### src/hw/rtl/ddik_pkg.sv
// ----------------------------------------------------------------------------
// ddik_pkg
// Shared types and constants for the differential-drive wheel rate pipeline.
// ----------------------------------------------------------------------------
`default_nettype none

package ddik_pkg;

  // register field widths
  localparam int HT_W    = 16;
  localparam int IR_W    = 16;
  localparam int VMAX_W  = 15;
  localparam int WMAX_W  = 15;

  // configuration channel
  localparam int CFG_IDX_W  = 4;
  localparam int CFG_DATA_W = 16;

  // pipeline depth
  localparam int NSTAGE = 5;

  typedef enum logic [CFG_IDX_W-1:0] {
    CFG_HALF_TRACK = 4'd0,
    CFG_INV_RADIUS = 4'd1,
    CFG_V_MAX      = 4'd2,
    CFG_W_MAX      = 4'd3
  } cfg_idx_t;

  typedef struct packed {
    logic [HT_W-1:0]   half_track;
    logic [IR_W-1:0]   inv_radius;
    logic [VMAX_W-1:0] v_max;
    logic [WMAX_W-1:0] w_max;
  } cfg_t;

  // load strobes for the limiter stages
  typedef struct packed {
    logic abs_ld;
    logic lim_ld;
  } lim_ctl_t;

  // load strobes for the wheel lane stages
  typedef struct packed {
    logic mul_ld;
    logic out_ld;
  } lane_ctl_t;

endpackage

`default_nettype wire

### src/hw/rtl/ddik_if.sv
// ----------------------------------------------------------------------------
// ddik interfaces
// Valid/ready channels for commands, wheel rates and register writes.
// ----------------------------------------------------------------------------
`default_nettype none

interface ddik_cmd_if #(
  parameter int DATA_WIDTH = 16
) ();
  logic                         valid;
  logic                         ready;
  logic signed [DATA_WIDTH-1:0] v_cmd;
  logic signed [DATA_WIDTH-1:0] w_cmd;

  modport source (output valid, output v_cmd, output w_cmd, input ready);
  modport sink   (input valid, input v_cmd, input w_cmd, output ready);
endinterface

interface ddik_rate_if #(
  parameter int DATA_WIDTH = 16
) ();
  logic                         valid;
  logic                         ready;
  logic signed [DATA_WIDTH-1:0] right_rate;
  logic signed [DATA_WIDTH-1:0] left_rate;
  logic                         rate_clipped;

  modport source (output valid, output right_rate, output left_rate,
                  output rate_clipped, input ready);
  modport sink   (input valid, input right_rate, input left_rate,
                  input rate_clipped, output ready);
endinterface

interface ddik_cfg_if import ddik_pkg::*; ();
  logic                  valid;
  logic                  ready;
  logic [CFG_IDX_W-1:0]  index;
  logic [CFG_DATA_W-1:0] data;

  modport source (output valid, output index, output data, input ready);
  modport sink   (input valid, input index, input data, output ready);
endinterface

`default_nettype wire

### src/hw/rtl/diff_drive_inverse_kinematics.sv
// ----------------------------------------------------------------------------
// diff_drive_inverse_kinematics
// Speed/turn command to right and left wheel rates with a diamond limiter.
// ----------------------------------------------------------------------------
// pipeline: the accepting edge loads the first of five register stages
// throughput: one item per cycle while rate.ready is high, every stage has
//   its own valid bit and ready ripples back only through full stages, so
//   bubbles close up
// reset: rst (sync, active high) empties the pipeline and loads the
//   registers with half_track 128, inv_radius 256, v_max 256, w_max 512
`default_nettype none

module diff_drive_inverse_kinematics import ddik_pkg::*; #(
  parameter int DATA_WIDTH = 16,
  parameter int FRAC_BITS  = 8
) (
  input wire logic   clk,
  input wire logic   rst,
  ddik_cmd_if.sink   cmd,
  ddik_rate_if.source rate,
  ddik_cfg_if.sink   cfg
);

  localparam int DW = DATA_WIDTH;
  localparam int SW = DW + 17;

  // --------------------------------------------------------------------------
  // configuration registers, always writable
  // --------------------------------------------------------------------------
  cfg_t regs;

  assign cfg.ready = 1'b1;

  always_ff @(posedge clk) begin
    if (rst) begin
      regs.half_track <= HT_W'(128);
      regs.inv_radius <= IR_W'(256);
      regs.v_max      <= VMAX_W'(256);
      regs.w_max      <= WMAX_W'(512);
    end else if (cfg.valid) begin
      unique case (cfg_idx_t'(cfg.index))
        CFG_HALF_TRACK: regs.half_track <= cfg.data[HT_W-1:0];
        CFG_INV_RADIUS: regs.inv_radius <= cfg.data[IR_W-1:0];
        CFG_V_MAX:      regs.v_max      <= cfg.data[VMAX_W-1:0];
        CFG_W_MAX:      regs.w_max      <= cfg.data[WMAX_W-1:0];
        default: ; // unknown index, write dropped
      endcase
    end
  end

  // --------------------------------------------------------------------------
  // pipeline control
  // stage 0: magnitudes, |w|*half_track and w*half_track
  // stage 1: diamond limit on speed
  // stage 2: v*2^frac +/- w*half_track, floored
  // stage 3: partial products with inv_radius
  // stage 4: recombine, floor, saturate (output register)
  // --------------------------------------------------------------------------
  logic [NSTAGE-1:0] vld;
  logic [NSTAGE-1:0] en;   // stage may load this cycle
  logic [NSTAGE-1:0] ld;   // stage loads a valid item

  always_comb begin
    en[NSTAGE-1] = !vld[NSTAGE-1] || rate.ready;
    for (int k = NSTAGE - 2; k >= 0; k--) begin
      en[k] = !vld[k] || en[k+1];
    end
    ld[0] = en[0] && cmd.valid;
    for (int k = 1; k < NSTAGE; k++) begin
      ld[k] = en[k] && vld[k-1];
    end
  end

  always_ff @(posedge clk) begin
    if (rst) begin
      vld <= '0;
    end else begin
      if (en[0]) begin
        vld[0] <= cmd.valid;
      end
      for (int k = 1; k < NSTAGE; k++) begin
        if (en[k]) begin
          vld[k] <= vld[k-1];
        end
      end
    end
  end

  assign cmd.ready  = en[0];
  assign rate.valid = vld[NSTAGE-1];

  // --------------------------------------------------------------------------
  // limiter, stages 0 and 1
  // --------------------------------------------------------------------------
  lim_ctl_t             lim_ctl;
  logic signed [DW-1:0] v_lim;
  logic signed [SW-1:0] wt_lim;

  assign lim_ctl.abs_ld = ld[0];
  assign lim_ctl.lim_ld = ld[1];

  ddik_limiter #(
    .DATA_WIDTH (DATA_WIDTH),
    .FRAC_BITS  (FRAC_BITS)
  ) u_limiter (
    .clk    (clk),
    .ctl    (lim_ctl),
    .cfg    (regs),
    .v_cmd  (cmd.v_cmd),
    .w_cmd  (cmd.w_cmd),
    .v_lim  (v_lim),
    .wt_lim (wt_lim)
  );

  // --------------------------------------------------------------------------
  // wheel sums, stage 2
  // the sum of both terms fits in DATA_WIDTH+17 bits for any half_track
  // --------------------------------------------------------------------------
  logic signed [SW-1:0] v_sh, sum_r, sum_l;
  logic signed [SW-1:0] sr, sl;

  assign v_sh  = SW'(v_lim) <<< FRAC_BITS;
  assign sum_r = v_sh + wt_lim;
  assign sum_l = v_sh - wt_lim;

  always_ff @(posedge clk) begin
    if (ld[2]) begin
      sr <= sum_r >>> FRAC_BITS;  // arithmetic shift floors
      sl <= sum_l >>> FRAC_BITS;
    end
  end

  // --------------------------------------------------------------------------
  // wheel lanes, stages 3 and 4
  // --------------------------------------------------------------------------
  lane_ctl_t lane_ctl;
  logic      clip_r, clip_l;

  assign lane_ctl.mul_ld = ld[3];
  assign lane_ctl.out_ld = ld[4];

  ddik_lane #(
    .DATA_WIDTH (DATA_WIDTH),
    .FRAC_BITS  (FRAC_BITS)
  ) u_lane_right (
    .clk        (clk),
    .ctl        (lane_ctl),
    .inv_radius (regs.inv_radius),
    .s          (sr),
    .rate       (rate.right_rate),
    .clip       (clip_r)
  );

  ddik_lane #(
    .DATA_WIDTH (DATA_WIDTH),
    .FRAC_BITS  (FRAC_BITS)
  ) u_lane_left (
    .clk        (clk),
    .ctl        (lane_ctl),
    .inv_radius (regs.inv_radius),
    .s          (sl),
    .rate       (rate.left_rate),
    .clip       (clip_l)
  );

  assign rate.rate_clipped = clip_r || clip_l;

  // --------------------------------------------------------------------------
  // assertions
  // --------------------------------------------------------------------------
  localparam logic [DW-1:0] SAT_HI = {1'b0, {(DW-1){1'b1}}};
  localparam logic [DW-1:0] SAT_LO = {1'b1, {(DW-1){1'b0}}};

  // an accepted command always lands in the first stage
  a_accept_lands: assert property (@(posedge clk) disable iff (rst)
    (cmd.valid && cmd.ready) |=> vld[0])
    else $error("accepted item missing from first stage");

  // a clipped item carries at least one rail value
  a_clip_rail: assert property (@(posedge clk) disable iff (rst)
    (rate.valid && rate.rate_clipped) |->
      (rate.right_rate == SAT_HI || rate.right_rate == SAT_LO ||
       rate.left_rate == SAT_HI || rate.left_rate == SAT_LO))
    else $error("clip flag without saturated rate");

  // a stalled sum stage keeps its data
  a_sum_hold: assert property (@(posedge clk) disable iff (rst)
    (vld[2] && !en[2]) |=> ($stable(sr) && $stable(sl)))
    else $error("stalled sum stage changed");

  // reset empties the pipeline
  a_reset_empty: assert property (@(posedge clk)
    rst |=> !rate.valid)
    else $error("result valid right after reset");

endmodule

`default_nettype wire

### src/hw/rtl/ddik_limiter.sv
// ----------------------------------------------------------------------------
// ddik_limiter
// Two stages: magnitudes and products, then the diamond speed limit.
// ----------------------------------------------------------------------------
`default_nettype none

module ddik_limiter import ddik_pkg::*; #(
  parameter int DATA_WIDTH = 16,
  parameter int FRAC_BITS  = 8
) (
  input  wire logic                         clk,
  input  wire lim_ctl_t                     ctl,
  input  wire cfg_t                         cfg,
  input  wire logic signed [DATA_WIDTH-1:0] v_cmd,
  input  wire logic signed [DATA_WIDTH-1:0] w_cmd,
  output logic signed [DATA_WIDTH-1:0]      v_lim,
  output logic signed [DATA_WIDTH+16:0]     wt_lim
);

  localparam int DW  = DATA_WIDTH;
  localparam int TW  = DW + 16;
  localparam int LW  = DW + 17;
  localparam int MW  = (DW > WMAX_W) ? DW : WMAX_W;

  logic [DW-1:0]        av, aw;
  logic [TW-1:0]        tprod;
  logic signed [LW-1:0] wt;

  // stage 0 registers
  logic signed [DW-1:0] v_q;
  logic [DW-1:0]        av_q;
  logic [TW-1:0]        t_q;
  logic                 wcut_q;
  logic signed [LW-1:0] wt_q;

  logic                 over, t_big;
  logic [VMAX_W-1:0]    mag;
  logic [DW-1:0]        magd;
  logic signed [DW-1:0] v_lim_next;

  assign av    = v_cmd[DW-1] ? (~v_cmd + 1'b1) : v_cmd;
  assign aw    = w_cmd[DW-1] ? (~w_cmd + 1'b1) : w_cmd;
  assign tprod = aw * cfg.half_track;
  assign wt    = w_cmd * $signed({1'b0, cfg.half_track});

  always_ff @(posedge clk) begin
    if (ctl.abs_ld) begin
      v_q    <= v_cmd;
      av_q   <= av;
      t_q    <= tprod >> FRAC_BITS;
      wcut_q <= MW'(aw) >= MW'(cfg.w_max);
      wt_q   <= wt;
    end
  end

  // speed limit, direction of travel kept
  assign over  = (LW'(av_q) + LW'(t_q)) > LW'(cfg.v_max);
  assign t_big = t_q > TW'(cfg.v_max);
  assign mag   = t_big ? '0 : (cfg.v_max - t_q[VMAX_W-1:0]);
  assign magd  = DW'(mag);

  always_comb begin
    priority if (wcut_q) begin
      v_lim_next = '0;
    end else if (over) begin
      v_lim_next = v_q[DW-1] ? -$signed(magd) : $signed(magd);
    end else begin
      v_lim_next = v_q;
    end
  end

  always_ff @(posedge clk) begin
    if (ctl.lim_ld) begin
      v_lim  <= v_lim_next;
      wt_lim <= wt_q;
    end
  end

endmodule

`default_nettype wire

### src/hw/rtl/ddik_lane.sv
// ----------------------------------------------------------------------------
// ddik_lane
// One wheel: scale by inv_radius in two partial products, then saturate.
// ----------------------------------------------------------------------------
`default_nettype none

module ddik_lane import ddik_pkg::*; #(
  parameter int DATA_WIDTH = 16,
  parameter int FRAC_BITS  = 8
) (
  input  wire logic                         clk,
  input  wire lane_ctl_t                    ctl,
  input  wire logic [IR_W-1:0]              inv_radius,
  input  wire logic signed [DATA_WIDTH+16:0] s,
  output logic signed [DATA_WIDTH-1:0]      rate,
  output logic                              clip
);

  localparam int DW  = DATA_WIDTH;
  localparam int SW  = DW + 17;
  localparam int K   = (SW + 1) / 2;
  localparam int HW  = SW - K;
  localparam int RW  = SW + 17;

  localparam logic [DW-1:0] OUT_MAX = {1'b0, {(DW-1){1'b1}}};
  localparam logic [DW-1:0] OUT_MIN = {1'b1, {(DW-1){1'b0}}};

  logic [K+15:0]          p_lo;
  logic signed [HW+16:0]  p_hi;
  logic signed [RW-1:0]   full, scaled;
  logic                   in_range;

  // split product: signed high half, unsigned low half
  always_ff @(posedge clk) begin
    if (ctl.mul_ld) begin
      p_lo <= s[K-1:0] * inv_radius;
      p_hi <= $signed(s[SW-1:K]) * $signed({1'b0, inv_radius});
    end
  end

  assign full     = (RW'(p_hi) <<< K) + $signed(RW'(p_lo));
  assign scaled   = full >>> FRAC_BITS;
  assign in_range = (&scaled[RW-1:DW-1]) || !(|scaled[RW-1:DW-1]);

  always_ff @(posedge clk) begin
    if (ctl.out_ld) begin
      clip <= !in_range;
      if (in_range) begin
        rate <= scaled[DW-1:0];
      end else begin
        rate <= scaled[RW-1] ? OUT_MIN : OUT_MAX;
      end
    end
  end

endmodule

`default_nettype wire
### src/flat_wrapper.sv
// flat-port wrapper written by rule: the top's interface ports become plain ports
module diff_drive_inverse_kinematics_flat import ddik_pkg::*;
#(
  parameter int DATA_WIDTH = 16,
  parameter int FRAC_BITS  = 8
)
  (clk, rst, cmd_valid, cmd_v_cmd, cmd_w_cmd, cmd_ready, rate_valid, rate_right_rate, rate_left_rate, rate_rate_clipped, rate_ready, cfg_valid, cfg_index, cfg_data, cfg_ready);
  ddik_cmd_if #(.DATA_WIDTH(DATA_WIDTH)) cmd_i ();
  ddik_rate_if #(.DATA_WIDTH(DATA_WIDTH)) rate_i ();
  ddik_cfg_if cfg_i ();
  input wire logic clk;
  input wire logic rst;
  input wire logic [$bits(cmd_i.valid)-1:0] cmd_valid;
  input wire logic [$bits(cmd_i.v_cmd)-1:0] cmd_v_cmd;
  input wire logic [$bits(cmd_i.w_cmd)-1:0] cmd_w_cmd;
  output wire logic [$bits(cmd_i.ready)-1:0] cmd_ready;
  output wire logic [$bits(rate_i.valid)-1:0] rate_valid;
  output wire logic [$bits(rate_i.right_rate)-1:0] rate_right_rate;
  output wire logic [$bits(rate_i.left_rate)-1:0] rate_left_rate;
  output wire logic [$bits(rate_i.rate_clipped)-1:0] rate_rate_clipped;
  input wire logic [$bits(rate_i.ready)-1:0] rate_ready;
  input wire logic [$bits(cfg_i.valid)-1:0] cfg_valid;
  input wire logic [$bits(cfg_i.index)-1:0] cfg_index;
  input wire logic [$bits(cfg_i.data)-1:0] cfg_data;
  output wire logic [$bits(cfg_i.ready)-1:0] cfg_ready;
  assign cmd_i.valid = cmd_valid;
  assign cmd_i.v_cmd = cmd_v_cmd;
  assign cmd_i.w_cmd = cmd_w_cmd;
  assign cmd_ready = cmd_i.ready;
  assign rate_valid = rate_i.valid;
  assign rate_right_rate = rate_i.right_rate;
  assign rate_left_rate = rate_i.left_rate;
  assign rate_rate_clipped = rate_i.rate_clipped;
  assign rate_i.ready = rate_ready;
  assign cfg_i.valid = cfg_valid;
  assign cfg_i.index = cfg_index;
  assign cfg_i.data = cfg_data;
  assign cfg_ready = cfg_i.ready;
  diff_drive_inverse_kinematics #(.DATA_WIDTH(DATA_WIDTH), .FRAC_BITS(FRAC_BITS)) u_core (.clk(clk), .rst(rst), .cmd(cmd_i), .rate(rate_i), .cfg(cfg_i));
endmodule
### config.mk
export PLATFORM = sky130hd
export DESIGN_NAME = diff_drive_inverse_kinematics_flat
export DESIGN_NICKNAME = d
export VERILOG_FILES = /design/src/hw/rtl/ddik_pkg.sv /design/src/hw/rtl/ddik_if.sv /design/src/hw/rtl/diff_drive_inverse_kinematics.sv /design/src/hw/rtl/ddik_limiter.sv /design/src/hw/rtl/ddik_lane.sv /design/src/flat_wrapper.sv
export SDC_FILE = /design/constraint.sdc
export NUM_CORES = 2
export LEC_CHECK = 0
export BUFFER_PORTS_ARGS = -buffer_cell sky130_fd_sc_hd__buf_2
export CAP_MARGIN = 20
export CORE_MARGIN = 8
export CORE_UTILIZATION = 45
export DETAILED_ROUTE_END_ITERATION = 12
export SKIP_CTS_REPAIR_TIMING = 1
export SLEW_MARGIN = 20
export SYNTH_ARGS = -nofsm -noshare
export SYNTH_HDL_FRONTEND = slang
export SYNTH_SLANG_ARGS = --single-unit
### constraint.sdc
create_clock -name clk -period 10.8 [get_ports clk]
set_input_delay 2.16 -clock clk [delete_from_list [all_inputs] [get_ports clk]]
set_output_delay 2.16 -clock clk [all_outputs]
set_load 0.05 [all_outputs]
# Word-level counts from Yosys, hierarchy flattened
# Index checks and enable logic that the tools add are counted.
# op_classes
mux	9
add_sub_neg	9
reduce_logical	31
n_mul	6
bitwise_logic	2
n_lt_le_gt_ge	3
n_eq_ne	3
# ops
op	count
2-to-1 mux 16 bit	7
adder 50 x 34 -> 50 bit	2
multiplier 17 x 16 -> 33 bit	2
AND reduction 27 bit	2
OR reduction 27 bit	2
multiplier 8 x 17 -> 25 bit	2
adder 24 x 33 -> 33 bit	1
multiplier 16 x 17 -> 33 bit	1
subtractor 24 x 33 -> 33 bit	1
adder 16 x 1 -> 16 bit (second input constant)	2
multiplier 16 x 16 -> 32 bit	1
inverter 16 bit	2
2-to-1 mux 15 bit	2
adder 16 x 24 -> 25 bit	1
> comparator 25 x 15 -> 1 bit	1
> comparator 24 x 15 -> 1 bit	1
greater-or-equal comparator 16 x 15 -> 1 bit	1
negation 15 -> 16 bit	1
subtractor 15 bit	1
logical NOT 1 bit	9
equality test 4 x 2 -> 1 bit (second input constant)	2
logical OR 1 bit	8
AND reduction 2 bit	4
logical AND 1 bit	5
2 further kinds	2
# totals
reg_bits	422
output_inout_bits	36
in_bits	57

# Logic depth before layout (Yosys ltp)
# depth
word_depth	7
ltp_mapped	31
mapped_depth_nobuf	29

# Modules after synthesis
# A second synthesis with hierarchy kept.
# unflattened
hier_cells	8141
area_unflattened_um2	74996.9
# by_module_without_submodules
module	cells_per_inst	area_each_um2	n_inst
ddik_limiter	2698	25156.6	1
ddik_lane at u_core.u_lane_right	2396	21874.7	1
ddik_lane at u_core.u_lane_left	2289	21099.0	1
diff_drive_inverse_kinematics	758	6866.6	1

# Worst setup path before layout
# Ideal clock, no wire load.
# synth_timing
path_kind	in2reg
from	in cmd_w_cmd[0]
to	reg u_core.u_limiter.t_q[22] (data pin)
stages	30
setup_time_ns	0.258
n_path_buf	2
setup_slack_ns	1.355
required_ns	10.542
arrival_ns	9.187
cell_sequence	clkbuf_1 > inv_1 > ha_1 > nand2_1 > or4_1 > o21ai_0 > nand2_1 > xor2_1 > clkbuf_1 > nand2_1 > fa_1 > fa_1 > fa_1 > inv_1 > fa_1 > fa_1 > inv_1 > fa_1 > inv_1 > ha_1 > and3_1 > nand3_1 > a211oi_1 > o21ai_0 > a31oi_1 > o211ai_1 > a211oi_1 > o31a_1 > nor2_1 > xnor2_1
# synth_via
elab_chain_len	4
# synth_lines
item	line_no	text
start: declaration	flat_wrapper.sv:15	input wire logic [$bits(cmd_i.w_cmd)-1:0] cmd_w_cmd;
inverter 16 bit	ddik_limiter.sv:42	assign aw = w_cmd[DW-1] ? (~w_cmd + 1'b1) : w_cmd;
adder 16 x 1 -> 16 bit	ddik_limiter.sv:42	
2-to-1 mux 16 bit *	ddik_limiter.sv:42	
multiplier 16 x 16 -> 32 bit *	ddik_limiter.sv:43	assign tprod = aw * cfg.half_track;
named net u_core.u_limiter.tprod[30]	ddik_limiter.sv:26	logic [TW-1:0] tprod;
end signal: assignment	ddik_limiter.sv:50	t_q <= tprod >> FRAC_BITS;
end: declaration	ddik_limiter.sv:32	logic [TW-1:0] t_q;
# Mark *: on every way through the listed nets, which the timed path passes. The rest lies on a longest branch.
# A chain may end at the register's enable or synchronous reset.

# Final worst setup path
# Same ends and word-level chain as after synthesis.

==> impl_metrics.prom <==
# TYPE chip_impl_metric gauge
chip_impl_metric{name="place_hpwl",unit="µm"} 125000
chip_impl_metric{name="power.density_cell_area",unit="mW/mm²"} 78.6
chip_impl_metric{name="die_y",unit="µm"} 391
chip_impl_metric{name="synth_warnings",unit=""} 0
chip_impl_metric{name="grt_antenna_before_repair",unit=""} 7
chip_impl_metric{name="yosys-mux-area-fraction",unit="%"} 0.797
chip_impl_metric{name="via_count",unit=""} 45567
chip_impl_metric{name="syn_to_final_growth",unit="%"} 6.48
chip_impl_metric{name="initial_utilization",unit="%"} 45.4
chip_impl_metric{name="worst_hold_slack_across_all_endpoints",unit="ns"} 0.361
chip_impl_metric{name="largest_register_ff_count",unit=""} 62
chip_impl_metric{name="detailed_place.area",unit="mm²"} 0.0657
chip_impl_metric{name="grt_pass1_vias",unit=""} 47654
chip_impl_metric{name="cts_htree_levels",unit=""} 2
chip_impl_info{name="cp_slowest_cell",value="sky130_fd_sc_hd__fa_1"} 1
chip_impl_metric{name="timing.final.setup_violations",unit=""} 0
chip_impl_info{name="top_register",value="u_core.regs"} 1
chip_impl_info{name="ys.flop_type",value="sky130_fd_sc_hd__edfxtp_1"} 1
chip_impl_metric{name="synth_compound_gate_area_share",unit="%"} 7.59
chip_impl_metric{name="gp_congestion",unit=""} 0.860
chip_impl_metric{name="synth_cell_type_count",unit=""} 94
chip_impl_metric{name="cap_viol_max_count",unit=""} 0
chip_impl_metric{name="slew_viol_final",unit=""} 0
chip_impl_metric{name="core_region_area",unit="mm²"} 0.140
chip_impl_metric{name="clkLatencyLatePin",unit="ns"} 0.68
chip_impl_metric{name="dieArea",unit="mm²"} 0.153
chip_impl_metric{name="grt_start_max_net_pins",unit=""} 68
chip_impl_metric{name="number_of_flip_flops_and_latches_in_the_synthesized_netlist",unit=""} 389
chip_impl_metric{name="timing.critical_path.slowest_cell_delay",unit="ns"} 0.52
chip_impl_info{name="run_status",value="finished clean"} 1
chip_impl_metric{name="tritoncts.num_buffers",unit=""} 47
chip_impl_metric{name="globalRouteOverflowTotal",unit=""} 0
chip_impl_metric{name="detail_route.drc_violations",unit=""} 0
chip_impl_metric{name="final_min_period_over_clock_period",unit="%"} 86.4
chip_impl_metric{name="synth_enable_flop_cells",unit=""} 322
chip_impl_metric{name="multi_input_logic_area",unit="mm²"} 0.0464
chip_impl_info{name="grt_setup_unrepaired",value="no"} 1
chip_impl_metric{name="clk_transition_reported_paths",unit="ns"} 0.06
chip_impl_metric{name="max_freq",unit="GHz"} 0.107
chip_impl_metric{name="synthesis.instances",unit=""} 6837
chip_impl_metric{name="final_area",unit="mm²"} 0.0675
chip_impl_metric{name="io-pin-count",unit=""} 93
chip_impl_info{name="worst_setup_path_start_kind",value="primary input"} 1
chip_impl_info{name="cts_tree",value="done"} 1
chip_impl_metric{name="drive_above_1_share",unit="%"} 4.86
chip_impl_metric{name="wire_per_inst",unit="µm"} 18.5
chip_impl_metric{name="setup_skew",unit="ns"} 0.0815
chip_impl_info{name="min_path_type",value="reg -> reg"} 1
chip_impl_metric{name="share_of_the_synthesized_area_in_the_top_cell_type",unit="%"} 30.8
chip_impl_metric{name="synth-seq-area-share",unit="%"} 17.4
chip_impl_metric{name="wire_length_of_the_first_global_routing_pass",unit="µm"} 260000
chip_impl_info{name="registers_with_the_most_flip_flops",value="u_core.regs: 62 flops, u_core.u_limiter.wt_lim: 33 flops, u_core.u_limiter.wt_q: 33 flops"} 1
chip_impl_info{name="synthTopCellsByArea",value="sky130_fd_sc_hd__fa_1, sky130_fd_sc_hd__edfxtp_1, sky130_fd_sc_hd__ha_1"} 1
chip_impl_metric{name="antenna_violating_nets_post_route",unit=""} 0
chip_impl_metric{name="worstPathRequired",unit="ns"} 11.22
chip_impl_info{name="endpoint_kind",value="flip-flop"} 1
chip_impl_metric{name="cp_data_arrival_time",unit="ns"} 9.75
chip_impl_metric{name="final-seq-area",unit="mm²"} 0.0110
chip_impl_metric{name="final-hold-violation-count",unit=""} 0
chip_impl_metric{name="cts.path.max_buffers",unit=""} 3
chip_impl_metric{name="worst_slew_pin_slew",unit="ns"} 0.991
chip_impl_metric{name="power.total",unit="µW"} 5310
chip_impl_info{name="synth.most_common_cell",value="sky130_fd_sc_hd__inv_1"} 1
chip_impl_metric{name="synth_area_per_cell",unit="µm²"} 9.27
chip_impl_metric{name="fp.dieW",unit="µm"} 391
chip_impl_metric{name="synthesis.nets",unit=""} 8573
chip_impl_metric{name="worst_slew_margin_rel",unit="%"} 33.9
chip_impl_info{name="synth_top_family_by_area",value="adder cells"} 1
chip_impl_info{name="synth_top_cells_by_count",value="sky130_fd_sc_hd__inv_1, sky130_fd_sc_hd__fa_1, sky130_fd_sc_hd__nand2_1"} 1
chip_impl_metric{name="finish.net_count",unit=""} 8501
chip_impl_info{name="worst-setup-path-type",value="in -> reg"} 1
chip_impl_metric{name="final.min_clock_period",unit="ns"} 9.33
chip_impl_metric{name="drt_first_iter_violations",unit=""} 2760
chip_impl_metric{name="syn-cell-area",unit="mm²"} 0.0634
chip_impl_metric{name="critPathMaxFanout",unit=""} 19
chip_impl_metric{name="leakage",unit="µW"} 0.0316
chip_impl_info{name="root_buf_cell",value="sky130_fd_sc_hd__clkbuf_16"} 1
chip_impl_metric{name="fillerInstances",unit=""} 13215
chip_impl_metric{name="globalRouteTotalUtil",unit="%"} 21.1
chip_impl_metric{name="synthXorXnorAreaFrac",unit="%"} 3.38
chip_impl_metric{name="synth_simple_gate_area_share",unit="%"} 16.6
chip_impl_metric{name="synth_fa_ha_area_share",unit="%"} 44.7
chip_impl_metric{name="number_of_port_buffers",unit=""} 91
chip_impl_metric{name="viasPerCell",unit=""} 5.25
chip_impl_metric{name="tritoncts_num_sinks",unit=""} 389
chip_impl_metric{name="drt_first_pass_iters",unit=""} 5
chip_impl_metric{name="postRouteWirelength",unit="µm"} 160000
chip_impl_metric{name="std_cell_rows",unit=""} 137
chip_impl_metric{name="max-vdd-ir-drop",unit="V"} 0.000124
chip_impl_info{name="synth_largest_area_cell",value="sky130_fd_sc_hd__fa_1"} 1
chip_impl_metric{name="fin_setup_tns",unit="ns"} 0
chip_impl_metric{name="async_reset_ff_share",unit="%"} 0
chip_impl_info{name="worst_path_most_repeated_cell",value="sky130_fd_sc_hd__fa_1"} 1
area by class of cell:
class	instances	share of cell area, %
multi-input combinational	4831	68.7
clock inverter	34	0.773
antenna	4	0.0148
tap	1876	3.48
timing repair buffer	168	1.53
inverter	1328	7.38
clock buffer	54	1.81
sequential	389	16.3
report_power, final:
group / internal [µW] / switching, µW
clock network: 1070 / 715
logic: 669 / 1010
registers: 1750 / 98.1
stage by stage:
| stage | cells | worst slack (ns) | utilization [%] |
|---|---|---|---|
| 5_1_grt | 8680 | 0.806 | 48.3 |
| 2_1_floorplan | 6837 | 1.36 | - |
| 3_3_place_gp | 8592 | 0.854 | 47.1 |
| 3_5_place_dp | 8592 | 0.807 | 47.1 |
| 6_report | 8684 | 1.47 | 48.3 |
| 4_1_cts | 8680 | 1.51 | 48.3 |
worst max-delay path, delay by kind of cell:
family | cells | cell delay [ns]
xor gates and xnor gates | 2 | 0.27
and+or+nand+nor | 7 | 1.07
buffers and inverters | 6 | 0.75
AOI/OAI and AO/OA | 7 | 1.99
adders and majority gates | 8 | 3.49
metal layers:
| layer | vias up | track usage (%) | wire length (µm) | share of wire [%] |
|---|---|---|---|---|
| li1 | 21321 | - | - | - |
| met1 | 22979 | 28.6 | 72000 | 45 |
| met2 | 1029 | 35.7 | 75700 | 47 |
| met3 | 236 | 2.56 | 7890 | 4.9 |
| met4 | 2 | 6.14 | 4840 | 3.0 |
| met5 | - | 0 | 13 | 0.0081 |
cell usage in the layout (no fill, tap or decap), drive strengths merged, types with 22 or more instances in the layout:
cell    netlist  routed
nor2        192     192
a211oi       37      37
edfxtp      322     322
nor3         66      66
inv        1327    1330
o21a         42      42
nor2b        50      50
a21oi       229     229
o21ai       122     122
xnor2       180     180
and3         24      24
a21o         73      73
nand2       940     940
fa          976     976
mux2         24      24
a31oi        23      23
or3          31      31
buf          18     168
nand2b       76      76
clkbuf      271      54
o21bai       24      24
dfxtp        67      67
o211ai       25      25
mux2i        22      22
o31ai        23      23
ha          703     703
and2        592     592
nand3        54      54
xor2         65      65
path summary, 6_finish.rpt:
kind	cells after the start	start	slack [ns]	to
max	30	cmd_w_cmd[0]	1.47	u_core.u_limiter.t_q[22]$_DFFE_PP_
min	0	u_core.u_limiter.wt_q[5]$_DFFE_PP_	0.36	u_core.u_limiter.wt_lim[5]$_DFFE_PP_
max reg2reg	23	u_core.regs[32]$_SDFFE_PP0P_	3.24	u_core.u_lane_left.p_lo[32]$_DFFE_PP_
min reg2reg	0	u_core.u_limiter.wt_q[5]$_DFFE_PP_	0.36	u_core.u_limiter.wt_lim[5]$_DFFE_PP_
logic make-up after synthesis:
group                      after synthesis
and+or+nand+nor                       2131
adders and majority gates             1679
buffers and inverters                 1617
AOI/OAI and AO/OA                      729
DFF                                    389
xor gates and xnor gates               245
muxes                                   46
other                                    1
Note: power is estimated with default switching activity, not from simulation.
